[src/rtl/assert_macros.svh]
// Assertion macros used by the pacer core RTL.
`ifndef ASSERT_MACROS_SVH
`define ASSERT_MACROS_SVH

// Implication checked on every rising clock edge outside reset.
`define ASSERT_IMPL(label, clk, rst_n, ante, cons) \
  label: assert property (@(posedge clk) disable iff (!rst_n) (ante) |-> (cons)) \
    else $error("assertion failed");

// Next-cycle implication checked outside reset.
`define ASSERT_NEXT(label, clk, rst_n, ante, cons) \
  label: assert property (@(posedge clk) disable iff (!rst_n) (ante) |=> (cons)) \
    else $error("assertion failed");

`endif

[src/rtl/ddp_pkg.sv]
// Shared types and constants for the datagram deadline pacer.
package ddp_pkg;

  localparam logic [29:0] NsPerS = 30'd1000000000;

  localparam logic [2:0] StOk       = 3'd0;
  localparam logic [2:0] StInvalid  = 3'd1;
  localparam logic [2:0] StOverCap  = 3'd2;
  localparam logic [2:0] StDeadline = 3'd3;
  localparam logic [2:0] StOverflow = 3'd4;

  localparam logic [1:0] RegBase = 2'd0;
  localparam logic [1:0] RegMax  = 2'd1;
  localparam logic [1:0] RegLim  = 2'd2;
  localparam logic [1:0] RegGen  = 2'd3;

  typedef enum logic [3:0] {
    S_IDLE, S_CHECK, S_MUL1, S_DIV1, S_RATE, S_MUL2, S_DIV2,
    S_WIN, S_GRANT, S_SUBMIT, S_OUT
  } state_e;

  // Divider handshake between the sequencer and the serial divider.
  typedef struct packed {
    logic        start;
    logic [63:0] num;
    logic [63:0] den;
  } div_req_t;

  typedef struct packed {
    logic        done;
    logic [63:0] quo;
    logic        rem_nz;
  } div_rsp_t;

  // Serial multiplier handshake.
  typedef struct packed {
    logic        start;
    logic [31:0] a;
    logic [29:0] b;
  } mul_req_t;

  typedef struct packed {
    logic        done;
    logic [63:0] prod;
  } mul_rsp_t;

endpackage

[src/rtl/ddp_div.sv]
// Restoring divider, one quotient bit per cycle.
module ddp_div (
  input  logic              clk_i,
  input  logic              rst_ni,
  input  ddp_pkg::div_req_t req_i,
  output ddp_pkg::div_rsp_t rsp_o
);
  import ddp_pkg::*;

  logic [64:0] rem_q, rem_d;
  logic [63:0] quo_q, quo_d, den_q, den_d;
  logic [64:0] trial;
  logic [5:0]  cnt_q, cnt_d;
  logic        busy_q, busy_d, done_q, done_d;

  assign trial = {rem_q[63:0], quo_q[63]} - {1'b0, den_q};

  always_comb begin
    rem_d  = rem_q;
    quo_d  = quo_q;
    den_d  = den_q;
    cnt_d  = cnt_q;
    busy_d = busy_q;
    done_d = 1'b0;
    if (req_i.start) begin
      rem_d  = '0;
      quo_d  = req_i.num;
      den_d  = req_i.den;
      cnt_d  = '0;
      busy_d = 1'b1;
    end else if (busy_q) begin
      if (!trial[64]) begin
        rem_d = trial;
        quo_d = {quo_q[62:0], 1'b1};
      end else begin
        rem_d = {rem_q[63:0], quo_q[63]};
        quo_d = {quo_q[62:0], 1'b0};
      end
      cnt_d = cnt_q + 6'd1;
      if (cnt_q == 6'd63) begin
        busy_d = 1'b0;
        done_d = 1'b1;
      end
    end
  end

  always_ff @(posedge clk_i or negedge rst_ni) begin
    if (!rst_ni) begin
      busy_q <= 1'b0;
      done_q <= 1'b0;
      cnt_q  <= '0;
    end else begin
      busy_q <= busy_d;
      done_q <= done_d;
      cnt_q  <= cnt_d;
    end
  end

  always_ff @(posedge clk_i) begin
    rem_q <= rem_d;
    quo_q <= quo_d;
    den_q <= den_d;
  end

  assign rsp_o.done   = done_q;
  assign rsp_o.quo    = quo_q;
  assign rsp_o.rem_nz = |rem_q;

endmodule

[config.mk]
export PLATFORM = sky130hd
export DESIGN_NAME = ddp_div
export DESIGN_NICKNAME = d
export VERILOG_FILES = /design/src/rtl/assert_macros.svh /design/src/rtl/ddp_pkg.sv /design/src/rtl/ddp_div.sv
export SDC_FILE = /design/constraint.sdc
export NUM_CORES = 1
export LEC_CHECK = 0
export BUFFER_PORTS_ARGS = -buffer_cell sky130_fd_sc_hd__buf_2
export CAP_MARGIN = 20
export CORE_ASPECT_RATIO = 1.4
export CORE_MARGIN = 1
export CORE_UTILIZATION = 25
export CTS_CLUSTER_DIAMETER = 30
export DETAILED_ROUTE_END_ITERATION = 6
export PLACE_DENSITY = 0.49
export SYNTH_ARGS = -nofsm -noshare
export SYNTH_HDL_FRONTEND = slang
export SYNTH_SLANG_ARGS = --single-unit
[constraint.sdc]
create_clock -name clk_i -period 6.25 [get_ports clk_i]
set_clock_uncertainty 0.2 [all_clocks]
set_input_delay 1.25 -clock clk_i [delete_from_list [all_inputs] [get_ports clk_i]]
set_output_delay 1.25 -clock clk_i [all_outputs]
set_load 0.05 [all_outputs]
==> results by stage <==
STA:
- The ratio of final minimum period to clock period is 0.881.
- Setup violations remaining at the end of the flow were counted as 0.
- The final critical-path required period is 5.51 ns.
- The tightest hold path in the finished design has a slack of 0.291 ns.
- The achievable frequency is 0.182 GHz.
- Adding up every negative setup slack in the final design gives 0 ns.
- The max-slew violation count came to 0.
- In this run the tightest slew margin relative to its limit is 0.402.
- Setup repair after global routing left no endpoint under its margin.
- The number of failing hold endpoints at the final stage is 0.
- The slew at the pin closest to its max-slew limit is 0.897 ns.

Yosys:
- The fraction of the yosys area taken by sequential cells is 0.453.
- The post-synthesis share of cell area spent on and, or, nand and nor gates is 0.108.
- The compound-cell area share of the yosys netlist is 0.182.
- The dominant synthesized flop cell is edfxtp_1.
- The post-synthesis sequential element count is 201.
- The post-synthesis net count is 1373.
- For this run, the number of Yosys warnings is 0.
- The proportion of synthesized area in mux cells is 0.0909.
- A synthesized cell averages 10.0 µm².
- In the synthesized netlist, the number of instances is 1175.
- The share of synthesized area in the top cell type comes to 0.326.
- The share of synthesized flip-flops with an asynchronous set or reset is 0.0398.
- The library cell occupying the most area in the post-synthesis netlist is edfxtp_1.
- Counting flops with a built-in enable in the synthesized netlist gives 128.
- In this run the cell area of the synthesized design comes to 0.0118 mm².
- The adder-cell area share of the yosys netlist is 0.0717.
- Of the total synthesized cell area, the portion taken by XOR and XNOR cells is 0.0460.
- The count of unique library cells instantiated by Yosys is 67.
- The main combinational cell family by area after synthesis is compound AO/OA/AOI/OAI gates.
- Ranked by total cell area, the synthesized netlist is headed by edfxtp_1 (33%), dfxtp_1 (11%), ha_1 (7.0%), mux2_2 (6.2%), a21oi_1 (3.4%).

Clocking:
- Clock-pin slew was measured on the worst setup and hold paths at 0.05 ns.
- The maximum buffer depth of the clock tree is 3.
- The number of gates resized after cts is 0.
- The hold buffer count at CTS is 0.
- The clock root buffer is clkbuf_16.
- The buffer count from post-CTS setup fixing is 0.
- The clock drives 201 sinks.
- The clock insertion delay at the later pin of the skew report is 0.60 ns.
- TritonCTS built the clock tree.
- The number of H-tree levels is 2.
- The TritonCTS buffer count is 53.

Layout:
- The area used by sequential logic in the layout is 0.00535 mm².
- The library cell used most frequently in the layout, excluding fill and tap cells, is buf_2.
- The ratio of cells with drive above 1 in the final layout is 0.263.
- The utilization after layout is 0.331.
- The area used by multi-input combinational logic is 0.00589 mm².
- The top cell types in the final layout, fill and taps aside, are buf_2 (195), edfxtp_1 (128), nor2_1 (95), inv_1 (84), a21oi_1 (81).
- The net count of the finished layout is 1569.
- The layout-stage area growth over the synthesis result is 30.0%.
- The layout has 4865 filler cells.

Floorplan:
- In this run the count of I/O pins placed on the die edge is 197.
- The die footprint is 0.0481 mm².
- The number of placement rows is 93.
- The placeable core area is 0.0463 mm².
- For this configuration, the core starts out at a cell density of 0.255.
- The die height is 259 µm.
- Measured along the x axis, the die boundary spans 186 µm.

Pwr:
- The worst ir drop on vdd is 0.249 mV.
- The analysis attributes to cell leakage a power of 6.62 nW.
- The power per cell area is 524 mW/mm².

Routing:
- The detailed router placed 9630 vias in this run.
- After detailed routing, the number of remaining DRC violations is 0.
- Dividing the detail-routed via count by the number of cells gives 4.73.
- After detailed routing, the wire length on met1 is 14000 µm.
- Routed signal wires occupy layers up through met5.
- The first-pass iteration count of the detailed router is 5.
- The first routing iteration left 461 violations.
- After detailed routing, the met2 layer carries 17600 µm of wire.
- The number of routed nets with antenna violations is 0.
- After detailed routing, the total wire length is 34700 µm.
- In the detailed route, the total length drawn on met3 is 1730 µm.
- The average detailed-routed wire length per instance is 17.1 µm.

Global routing:
- The number of antenna violations at the first check in global routing is 3.
- The first global-routing pass estimated 54400 µm of wire.
- The maximum number of pins on one net before global-route repair is 75.
- The overall global routing resource usage is 0.146.
- The via count of the first global-routing pass came to 9963.
- For this run the aggregate overflow at the end of global routing stands at 0.

Critical path:
- Along the worst path, the maximum fanout reaches 27.
- The start-to-end type of the worst setup path is register to register.
- The startpoint class of the critical path is a register.
- The worst setup path is captured at a register.
- The arrival time at the worst endpoint is 5.76 ns.
- The required time of the critical path is 6.50 ns.

Placement:
- The global placement routability congestion is 0.902.
- During placement, the flow inserted port buffers numbering 196.
- Summed over all nets, the half-perimeter wirelength after detailed placement is 25300 µm.

Worst hold path:
- The class of the most critical hold timing path is input pin to asynchronous set/reset pin.

Outcome:
- The run finished with clean final reports.

Flow run:
- The tool flagged a number of max-cap violations equal to 0.
==> stage by stage <==
| step | cells | instance area [µm²] | power, mW | setup slack [ns] |
|---|---|---|---|---|
| 3_5_place_dp | 1933 | 13400 | 5.08 | 0.774 |
| 4_1_cts | 2033 | 15300 | 8.12 | 0.684 |
| 2_1_floorplan | 1175 | 11800 | 4.24 | 1.56 |
| 5_1_grt | 2033 | 15300 | 8.54 | 0.309 |
| 3_3_place_gp | 1933 | 13400 | 5.08 | 0.858 |
| 6_report | 2034 | 15300 | 8.03 | 0.741 |
==> state kept, by name, summed over array words and instances (netlist names) <==
signal / count
rem_q: 65
den_q: 64
quo_q: 64
cnt_q: 6
busy_q: 1
done_q: 1
==> cell families (layout without fill, tap and decap cells) <==
| logic type | Yosys count | count (layout) |
|---|---|---|
| buf+inv | 148 | 389 |
| fa+ha+maj | 67 | 67 |
| compound gates | 333 | 333 |
| mux | 99 | 99 |
| other cells | 0 | 1 |
| flops | 201 | 201 |
| xor+xnor | 62 | 62 |
| simple gates | 265 | 265 |
==> power breakdown <==
| group | internal (mW) | switching (mW) |
|---|---|---|
| combinational | 1.22 | 1.84 |
| sequential | 1.71 | 0.299 |
| clock | 2.08 | 0.889 |
==> worst max-delay path, stage by stage, from the launching register on <==
cell	delay, ns
edfxtp_1	0.33
inv_1	0.05
ha_1	0.22
fa_1	0.40
nand2b_1	0.17
a21oi_1	0.25
o311ai_1	0.20
a211oi_1	0.51
o21ai_0	0.20
o2111ai_1	0.15
o211ai_1	0.18
o21a_1	0.25
o31ai_1	0.25
a21o_1	0.16
ha_2	0.62
buf_4	0.51
nor3b_2	0.08
buf_4	0.25
a222oi_1	0.23
o21ai_0	0.12
==> area by class of cell <==
cell class | instances | share of cell area
multi-input cells | 826 | 0.384
flip-flops and latches | 201 | 0.349
clock buffers | 66 | 0.0935
repair buffers | 204 | 0.0683
well taps | 617 | 0.0503
clock inverters | 34 | 0.0343
inverters | 85 | 0.0208
diodes | 1 | 0.000163
==> metal layers <==
| layer | vias to the layer above | global-route usage |
|---|---|---|
| li1 | 4746 | - |
| met1 | 4576 | 0.165 |
| met2 | 225 | 0.255 |
| met3 | 77 | 0.0313 |
| met4 | 6 | 0.0742 |
| met5 | - | 0 |
==> path summary, 6_finish.rpt <==
check                      slack [ns]  startpoint  cells after the start   endpoint
max                              0.74   quo_q[63]                     19  rem_q[54]
min                              0.29      rst_ni                      1   cnt_q[1]
max reg2reg                      0.74   quo_q[63]                     19  rem_q[54]
min reg2reg                      0.31   rem_q[64]                      2  rem_q[64]
max in group asynchronous        5.35      rst_ni                      1     busy_q
min in group clk_i               0.31   rem_q[64]                      2  rem_q[64]
==> cell usage after synthesis (4+ instances only) <==
| library cell | n |
|---|---|
| edfxtp_1 | 128 |
| nor2_1 | 96 |
| inv_1 | 85 |
| a21oi_1 | 81 |
| o21ai_0 | 71 |
| ha_1 | 66 |
| dfxtp_1 | 65 |
| mux2_2 | 65 |
| nand2_1 | 60 |
| clkbuf_1 | 52 |
| xnor2_1 | 44 |
| a21o_1 | 41 |
| mux2i_1 | 34 |
| a211oi_1 | 31 |
| nand4_1 | 27 |
| a22oi_1 | 24 |
| xor2_1 | 18 |
| nor4_1 | 17 |
| a31oi_1 | 15 |
| o21bai_1 | 13 |
| nand3_1 | 12 |
| o21a_1 | 12 |
| nand2b_1 | 9 |
| nor3_1 | 9 |
| dfrtp_1 | 8 |
| o31ai_1 | 8 |
| buf_1 | 7 |
| and2_1 | 6 |
| o211ai_1 | 6 |
| or3_1 | 6 |
| and3_1 | 5 |
| a311oi_1 | 4 |
| nor2b_1 | 4 |
Power figures use the tool's default switching activity.
