## config.mk

```make
export PLATFORM = sky130hd
export DESIGN_NAME = ddp_mul
export DESIGN_NICKNAME = d
export VERILOG_FILES = /design/src/rtl/assert_macros.svh /design/src/rtl/ddp_pkg.sv /design/src/rtl/ddp_mul.sv
export SDC_FILE = /design/constraint.sdc
export NUM_CORES = 1
export LEC_CHECK = 0
export BUFFER_PORTS_ARGS = -buffer_cell sky130_fd_sc_hd__buf_2
export CAP_MARGIN = 40
export CORE_AREA = 2 2 134 136
export CTS_CLUSTER_DIAMETER = 50
export CTS_CLUSTER_SIZE = 12
export DETAILED_ROUTE_END_ITERATION = 12
export DIE_AREA = 0 0 136 138
export HOLD_SLACK_MARGIN = 0.08
export PLACE_DENSITY_LB_ADDON = 0.3
export SYNTH_ARGS = -nofsm -noshare
export SYNTH_HDL_FRONTEND = slang
export SYNTH_SLANG_ARGS = --single-unit
```

## constraint.sdc

```tcl
create_clock -name clk_i -period 3.1 [get_ports clk_i]
set_input_delay 0.155 -clock clk_i [delete_from_list [all_inputs] [get_ports clk_i]]
set_output_delay 0.155 -clock clk_i [all_outputs]
set_load 0.02 [all_outputs]
```

## src/rtl/assert_macros.svh

```systemverilog
// Assertion macros used by the pacer core RTL.
`ifndef ASSERT_MACROS_SVH
`define ASSERT_MACROS_SVH

// Implication checked on every rising clock edge outside reset.
`define ASSERT_IMPL(label, clk, rst_n, ante, cons) \
  label: assert property (@(posedge clk) disable iff (!rst_n) (ante) |-> (cons)) \
    else $error("assertion failed");

// Next-cycle implication checked outside reset.
`define ASSERT_NEXT(label, clk, rst_n, ante, cons) \
  label: assert property (@(posedge clk) disable iff (!rst_n) (ante) |=> (cons)) \
    else $error("assertion failed");

`endif

```

## src/rtl/ddp_pkg.sv

```systemverilog
// Shared types and constants for the datagram deadline pacer.
package ddp_pkg;

  localparam logic [29:0] NsPerS = 30'd1000000000;

  localparam logic [2:0] StOk       = 3'd0;
  localparam logic [2:0] StInvalid  = 3'd1;
  localparam logic [2:0] StOverCap  = 3'd2;
  localparam logic [2:0] StDeadline = 3'd3;
  localparam logic [2:0] StOverflow = 3'd4;

  localparam logic [1:0] RegBase = 2'd0;
  localparam logic [1:0] RegMax  = 2'd1;
  localparam logic [1:0] RegLim  = 2'd2;
  localparam logic [1:0] RegGen  = 2'd3;

  typedef enum logic [3:0] {
    S_IDLE, S_CHECK, S_MUL1, S_DIV1, S_RATE, S_MUL2, S_DIV2,
    S_WIN, S_GRANT, S_SUBMIT, S_OUT
  } state_e;

  // Divider handshake between the sequencer and the serial divider.
  typedef struct packed {
    logic        start;
    logic [63:0] num;
    logic [63:0] den;
  } div_req_t;

  typedef struct packed {
    logic        done;
    logic [63:0] quo;
    logic        rem_nz;
  } div_rsp_t;

  // Serial multiplier handshake.
  typedef struct packed {
    logic        start;
    logic [31:0] a;
    logic [29:0] b;
  } mul_req_t;

  typedef struct packed {
    logic        done;
    logic [63:0] prod;
  } mul_rsp_t;

endpackage

```

## src/rtl/ddp_mul.sv

```systemverilog
// Shift-and-add multiplier, one multiplier bit per cycle.
module ddp_mul (
  input  logic              clk_i,
  input  logic              rst_ni,
  input  ddp_pkg::mul_req_t req_i,
  output ddp_pkg::mul_rsp_t rsp_o
);
  import ddp_pkg::*;

  logic [63:0] acc_q, acc_d, mc_q, mc_d;
  logic [29:0] mp_q, mp_d;
  logic [4:0]  cnt_q, cnt_d;
  logic        busy_q, busy_d, done_q, done_d;

  always_comb begin
    acc_d  = acc_q;
    mc_d   = mc_q;
    mp_d   = mp_q;
    cnt_d  = cnt_q;
    busy_d = busy_q;
    done_d = 1'b0;
    if (req_i.start) begin
      acc_d  = '0;
      mc_d   = {32'd0, req_i.a};
      mp_d   = req_i.b;
      cnt_d  = '0;
      busy_d = 1'b1;
    end else if (busy_q) begin
      if (mp_q[0]) acc_d = acc_q + mc_q;
      mc_d  = {mc_q[62:0], 1'b0};
      mp_d  = {1'b0, mp_q[29:1]};
      cnt_d = cnt_q + 5'd1;
      if (cnt_q == 5'd29) begin
        busy_d = 1'b0;
        done_d = 1'b1;
      end
    end
  end

  always_ff @(posedge clk_i or negedge rst_ni) begin
    if (!rst_ni) begin
      busy_q <= 1'b0;
      done_q <= 1'b0;
      cnt_q  <= '0;
    end else begin
      busy_q <= busy_d;
      done_q <= done_d;
      cnt_q  <= cnt_d;
    end
  end

  always_ff @(posedge clk_i) begin
    acc_q <= acc_d;
    mc_q  <= mc_d;
    mp_q  <= mp_d;
  end

  assign rsp_o.done = done_q;
  assign rsp_o.prod = acc_q;

endmodule

```

==> flow_metrics.env, run 1 <==
export IMPL_seq_area_sq_um=3960
export IMPL_htree_levels=4
export IMPL_synth_area_per_cell_sq_um=9.19
export IMPL_critical_path_class="flop to flop"
export IMPL_ys_types=81
export IMPL_worstPathMaxFanout=5
export IMPL_p_leak_nw=5.61
export IMPL_slew_headroom=0.527
export IMPL_tns_ps=0
export IMPL_final_cells=1517
export IMPL_die_w_um=136
export IMPL_cts_buffers=17
export IMPL_routed_wl_um=25500
export IMPL_synth_top_area_frac=0.191
export IMPL_die_area_sq_um=18800
export IMPL_multi_input_area_sq_um=5870
export IMPL_critPathRequiredTime_ps=3410
export IMPL_synth_edf_count=62
export IMPL_vias=8818
export IMPL_antenna_found_initial=0
export IMPL_detailedPlace_worstSlack_ps=-39.9
export IMPL_yosysTopAreaCell="dfxtp_1"
export IMPL_fillCellCount=1345
export IMPL_synth_area_sq_um=10100
export IMPL_start_util=0.575
export IMPL_antenna_cells=0
export IMPL_design_core_area_sq_um=17500
export IMPL_drt_pass1_iter_count=6
export IMPL_synth_net_count=1228
export IMPL_cts_sinks=165
export IMPL_rows=49
export IMPL_end_kind="flop"
export IMPL_layout_min_cycle_time_ps=2950
export IMPL_finalHoldViolations=0
export IMPL_fp_dieH_um=138
export IMPL_grt_max_degree=85
export IMPL_grt_pass1_vias=8676
export IMPL_cts_root_buffer="clkbuf_16"
export IMPL_min_path_type="input pin to flop"
export IMPL_rsz0062_at_grt="yes"
export IMPL_synth_seq_cells=165
export IMPL_ys_flop_type="dfxtp_1"
export IMPL_drcViolationCount=0
export IMPL_drt_initial_drc_count=642
export IMPL_synth_area_leaders="dfxtp_1, edfxtp_1, ha_1, mux2_2, a21oi_1"
export IMPL_fin_ws_ps=148
export IMPL_ant_nets=0
export IMPL_ys_warnings_count=0
export IMPL_p_per_area_nw_per_um2=557
export IMPL_status="finished clean"
export IMPL_peakVddDrop_uv=456
export IMPL_synthToLayoutAreaGrowth_pct=22.3
export IMPL_ioPinCount=130
export IMPL_port_buffers=129
export IMPL_routed_via_density=5.81
export IMPL_grt_pass1_wl_um=41700
export IMPL_drive_above_1_share=0.230
export IMPL_skew_ps=13.1
export IMPL_routabilityCongestion=0.928
export IMPL_syn_inst=1097
export IMPL_nets=1406
export IMPL_postSynth_asyncResetShare=0.0424
export IMPL_yosysSeqAreaShare=0.393
export IMPL_period_share=0.952
export IMPL_gr_usage_all_layers=0.274
export IMPL_cts_clk_slew_worst_paths_ps=80
export IMPL_dp_cells=1418
export IMPL_clk_path_buf_depth=2
export IMPL_start_kind="flop"
export IMPL_max_freq_mhz=339
export IMPL_overflow=0
export IMPL_dp_hpwl_um=17500
export IMPL_worst_pin_slew_ps=708
export IMPL_cp_data_arrival_time_ps=3260
export IMPL_setup_viol=0
export IMPL_final_max_slew_viol_count=0
export IMPL_wl_per_cell_um=16.8
export IMPL_cts_tree="yes"
export IMPL_worstSkewPairLatency_ps=440
export IMPL_cap_viol_max_count=0
[routing by layer]
| metal | vias to the layer above | wire [um] | global-route usage | part of all wire |
|---|---|---|---|---|
| met1 | 4122 | 11400 | 0.354 | 0.45 |
| met5 | - | 0 | 0 | 0 |
| met3 | 66 | 1390 | 0.0528 | 0.054 |
| li1 | 4320 | - | - | - |
| met2 | 310 | 12000 | 0.458 | 0.47 |
| met4 | 0 | 712 | 0.0981 | 0.028 |
[Yosys cell counts, drive strengths merged (11+ instances only)]
library cell / n
o21bai: 13
inv: 20
edfxtp: 62
a21oi: 120
buf: 11
o21ai: 54
mux2i: 33
nand4: 22
clkbuf: 44
xnor2: 36
a21o: 34
nor2: 94
ha: 65
mux2: 60
dfxtp: 96
xor2: 24
nand3: 16
nand2: 155
[final cells by class]
class | instances | area share
multi-input cells | 853 | 0.476
flip-flops and latches | 165 | 0.321
repair buffers | 218 | 0.122
clock buffers | 17 | 0.0345
well taps | 229 | 0.0233
clock inverters | 15 | 0.0166
inverters | 20 | 0.00609
[critical path: stages, from the launching register on]
cell,delay [ps]
edfxtp_1,400
ha_2,200
fa_2,350
a211o_1,290
o211ai_1,140
a2111oi_2,120
o21a_1,230
o21ai_2,200
a21oi_2,100
o21a_4,230
a31oi_1,250
xor2_1,210
o21ai_0,90
[metrics by stage]
step	total power [mW]	instance area (sq um)	hold slack [ps]	utilization
2_1_floorplan	4.02	10100	-141	-
3_3_place_gp	4.49	10900	-8.47	0.622
3_5_place_dp	4.52	10900	-1.21	0.622
4_1_cts	6.78	12200	190	0.695
5_1_grt	7.19	12300	199	0.703
6_report	6.86	12300	186	0.703
[power by group]
group	switching [mW]	internal [mW]	total (mW)
combinational	1.19	0.873	2.06
sequential	0.145	2.45	2.60
clock	1.09	1.10	2.20
total	2.42	4.43	6.86
[cell usage in the layout (no fill, tap or decap), types with 9 or more instances in the layout]
| cell type | Yosys | routed |
|---|---|---|
| xor2_1 | 24 | 24 |
| o21ai_0 | 48 | 47 |
| buf_4 | 3 | 24 |
| buf_2 | 1 | 128 |
| inv_1 | 20 | 20 |
| nand4_1 | 22 | 22 |
| nor3_1 | 10 | 10 |
| ha_1 | 65 | 59 |
| xnor2_1 | 36 | 36 |
| clkbuf_16 | 0 | 17 |
| o21bai_1 | 12 | 12 |
| nand3_1 | 15 | 15 |
| clkinv_8 | 0 | 9 |
| mux2i_1 | 33 | 33 |
| edfxtp_1 | 62 | 62 |
| nor2_1 | 94 | 94 |
| mux2_2 | 60 | 60 |
| dlygate4sd3_1 | 2 | 64 |
| dfxtp_1 | 96 | 96 |
| nand2_1 | 154 | 154 |
| a21oi_1 | 116 | 113 |
| a21o_1 | 33 | 33 |
[flip-flops by register name, summed over array words and instances (netlist names)]
signal / flops
acc_q: 64
busy_q: 1
cnt_q: 5
done_q: 1
mc_q: 64
mp_q: 30
[worst paths after layout]
check,startpoint,to,slack (ps),cells after the start
worst max-delay path,mc_q[0],acc_q[54],150,12
worst min-delay path,req_i[62],mc_q[62],190,2
worst max register to register,mc_q[0],acc_q[54],150,12
worst min register to register,acc_q[19],acc_q[19],470,2
max in group asynchronous,rst_ni,busy_q,2170,3
min in group asynchronous,rst_ni,done_q,660,3
[cell families after synthesis]
logic type	after synthesis	share of synthesized area
AOI/OAI and AO/OA	296	0.187
xor gates and xnor gates	60	0.0521
adders and majority gates	66	0.0827
buffers and inverters	79	0.0370
DFF	165	0.393
muxes	93	0.0998
and+or+nand+nor	338	0.148
[timing repair]
action                                  in CTS  in global routing
pin swaps                                    1                 10
resized for setup                            2                 22
hold buffers                                64                  0
buffers inserted                             0                  3
hold endpoints to repair                    69                  0
endpoints found under the setup margin       4                 11
Power figures use the tool's default switching activity.
==> run 2, diff against run 1 <==
--- a/config.mk
+++ b/config.mk
@@ -7,11 +7,11 @@
 export LEC_CHECK = 0
 export BUFFER_PORTS_ARGS = -buffer_cell sky130_fd_sc_hd__buf_2
 export CAP_MARGIN = 40
-export CORE_AREA = 2 2 134 136
+export CORE_AREA = 2 2 110 166
 export CTS_CLUSTER_DIAMETER = 50
 export CTS_CLUSTER_SIZE = 12
 export DETAILED_ROUTE_END_ITERATION = 12
-export DIE_AREA = 0 0 136 138
+export DIE_AREA = 0 0 112 168
 export HOLD_SLACK_MARGIN = 0.08
 export PLACE_DENSITY_LB_ADDON = 0.3
 export SYNTH_ARGS = -nofsm -noshare
==> flow_metrics.env, run 2 (synthesis gave the netlist of run 1 again) <==
export IMPL_synthToLayoutAreaGrowth_pct=22.9
export IMPL_ioPinCount=130
export IMPL_setup_viol=0
export IMPL_top_layer_used="met4"
export IMPL_nets=1420
export IMPL_design_core_area_sq_um=17600
export IMPL_total_power_mw=7.03
export IMPL_grt_max_degree=63
export IMPL_cp_data_arrival_time_ps=3370
export IMPL_critical_path_buf_inv_count=0
export IMPL_worstSkewPairLatency_ps=450
export IMPL_slowest_delay_ps=450
export IMPL_grt_pass1_vias=9200
export IMPL_cts_clk_slew_worst_paths_ps=80
export IMPL_slowest_stage="edfxtp_1"
export IMPL_htree_levels=4
export IMPL_skew_ps=15.7
export IMPL_seqPwrFrac=0.372
export IMPL_wl_met3_um=1350
export IMPL_rows=60
export IMPL_drive_above_1_share=0.237
export IMPL_r2r_start="mc_q[0]"
export IMPL_crit_end="acc_q[58]"
export IMPL_tns_ps=0
export IMPL_cpMostUsedCell="a211o_1"
export IMPL_cts_root_buffer="clkbuf_16"
export IMPL_wl_met2_um=15400
export IMPL_period_share=0.978
export IMPL_die_area_sq_um=18800
export IMPL_met1_length_um=10800
export IMPL_critical_path_class="flop to flop"
export IMPL_dp_hpwl_um=18800
export IMPL_overflow=0
export IMPL_drt_pass1_iter_count=5
export IMPL_r2r_end="acc_q[58]"
export IMPL_critPathRequiredTime_ps=3440
export IMPL_intPower_mw=4.53
export IMPL_cts_tree="yes"
export IMPL_routabilityCongestion=0.929
export IMPL_wl_per_cell_um=19.0
export IMPL_fin_ws_ps=68.6
export IMPL_timing_critical_path_cells="ha_4 > fa_2 > a211o_1 > o211ai_1 > a2111oi_2 > o21a_1 > o21ai_2 > a21oi_2 > o21a_4 > a31oi_2 > a211oi_1 > a211o_1"
export IMPL_clkPwrFrac=0.324
export IMPL_reg2reg_depth=12
export IMPL_cts_sinks=165
export IMPL_status="finished clean"
export IMPL_final_core_util=0.705
export IMPL_finalHoldViolations=0
export IMPL_crit_cells=12
export IMPL_drt_initial_drc_count=630
export IMPL_ant_nets=0
export IMPL_startpoint="mc_q[0]"
export IMPL_final_cell_mix="nand2_1, buf_2, a21oi_1"
export IMPL_combPwrFrac=0.304
export IMPL_clk_path_buf_depth=2
export IMPL_max_freq_mhz=330
export IMPL_cap_viol_max_count=0
export IMPL_worst_pin_slew_ps=827
export IMPL_r2r_slack_ps=70
export IMPL_routed_via_density=6.04
export IMPL_start_util=0.574
export IMPL_drcViolationCount=0
export IMPL_reg_top3="acc_q: 64 flops, mc_q: 64 flops, mp_q: 30 flops"
export IMPL_rsz0062_at_grt="yes"
export IMPL_port_buffers=129
export IMPL_grt_pass1_wl_um=45400
export IMPL_vias=9174
export IMPL_routed_wl_um=28900
export IMPL_end_kind="flop"
export IMPL_cts_buffers=17
export IMPL_power_switching_share=0.356
export IMPL_p_per_area_nw_per_um2=567
export IMPL_fp_dieH_um=168
export IMPL_gr_usage_all_layers=0.300
export IMPL_slew_headroom=0.449
export IMPL_layout_min_cycle_time_ps=3030
export IMPL_min_path_type="flop to flop"
export IMPL_peakVddDrop_uv=481
export IMPL_worstPathMaxFanout=5
export IMPL_switching_power_mw=2.50
export IMPL_detailedPlace_worstSlack_ps=-66.7
export IMPL_die_w_um=112
export IMPL_p_leak_nw=5.66
export IMPL_holdPathStages=2
export IMPL_final_common_cell="nand2_1"
export IMPL_antenna_found_initial=0
export IMPL_final_max_slew_viol_count=0
export IMPL_critical_path_top_delay_family="compound AO/OA/AOI/OAI gates"
export IMPL_start_kind="flop"
export IMPL_antenna_cells=0
-- run 2: area by class of cell --
cell class	count	area [sq um]
Timing Repair Buffer	232	1590
Clock inverter	15	194
Tap cell	217	272
Inverter	20	75.1
Fill cell	1367	5180
Multi-Input combinational cell	853	5880
Sequential cell	165	3960
Clock buffer	17	425
-- run 2: per-layer routing --
layer	track usage	up-vias
li1	-	4360
met1	0.322	4346
met2	0.562	352
met3	0.0490	116
met4	0.150	0
met5	0	-
-- run 2: tightest hold or removal path: stages (launching register included) --
cell and delay (ps):
dfxtp_1 330, nand2_1 60, o21ai_1 50
-- run 2: worst min-delay path by stage --
stage,startpoint,to,slack (ps)
6_report,acc_q[51],acc_q[51],480
2_1_floorplan,rst_ni,busy_q,-140
3_5_place_dp,rst_ni,done_q,-6
5_1_grt,acc_q[47],acc_q[47],490
3_3_place_gp,rst_ni,done_q,-9
4_1_cts,acc_q[51],acc_q[51],470
-- run 2: repair_timing --
item | 4_1_cts | 5_1_grt
gates resized for setup | 3 | 26
hold buffers | 65 | 0
endpoints found under the setup margin | 4 | 24
setup buffers | 0 | 3
endpoints found under the hold margin | 73 | 0
pin swaps | 0 | 15
-- run 2: stage by stage --
stage          area, sq um  hold slack (ps)  std cells
2_1_floorplan        10100             -141       1097
3_3_place_gp         11000            -9.29       1419
3_5_place_dp         11000            -5.91       1419
4_1_cts              12200              473       1516
5_1_grt              12400              493       1519
6_report             12400              475       1519
-- run 2: power by group through the flow --
stage          clock (mW)  sequential, mW  combinational, mW
2_1_floorplan           0            2.73               1.29
3_3_place_gp            0            2.64               1.92
3_5_place_dp            0            2.65               1.94
4_1_cts              2.28            2.60               2.02
5_1_grt              2.37            2.63               2.32
6_report             2.28            2.62               2.14
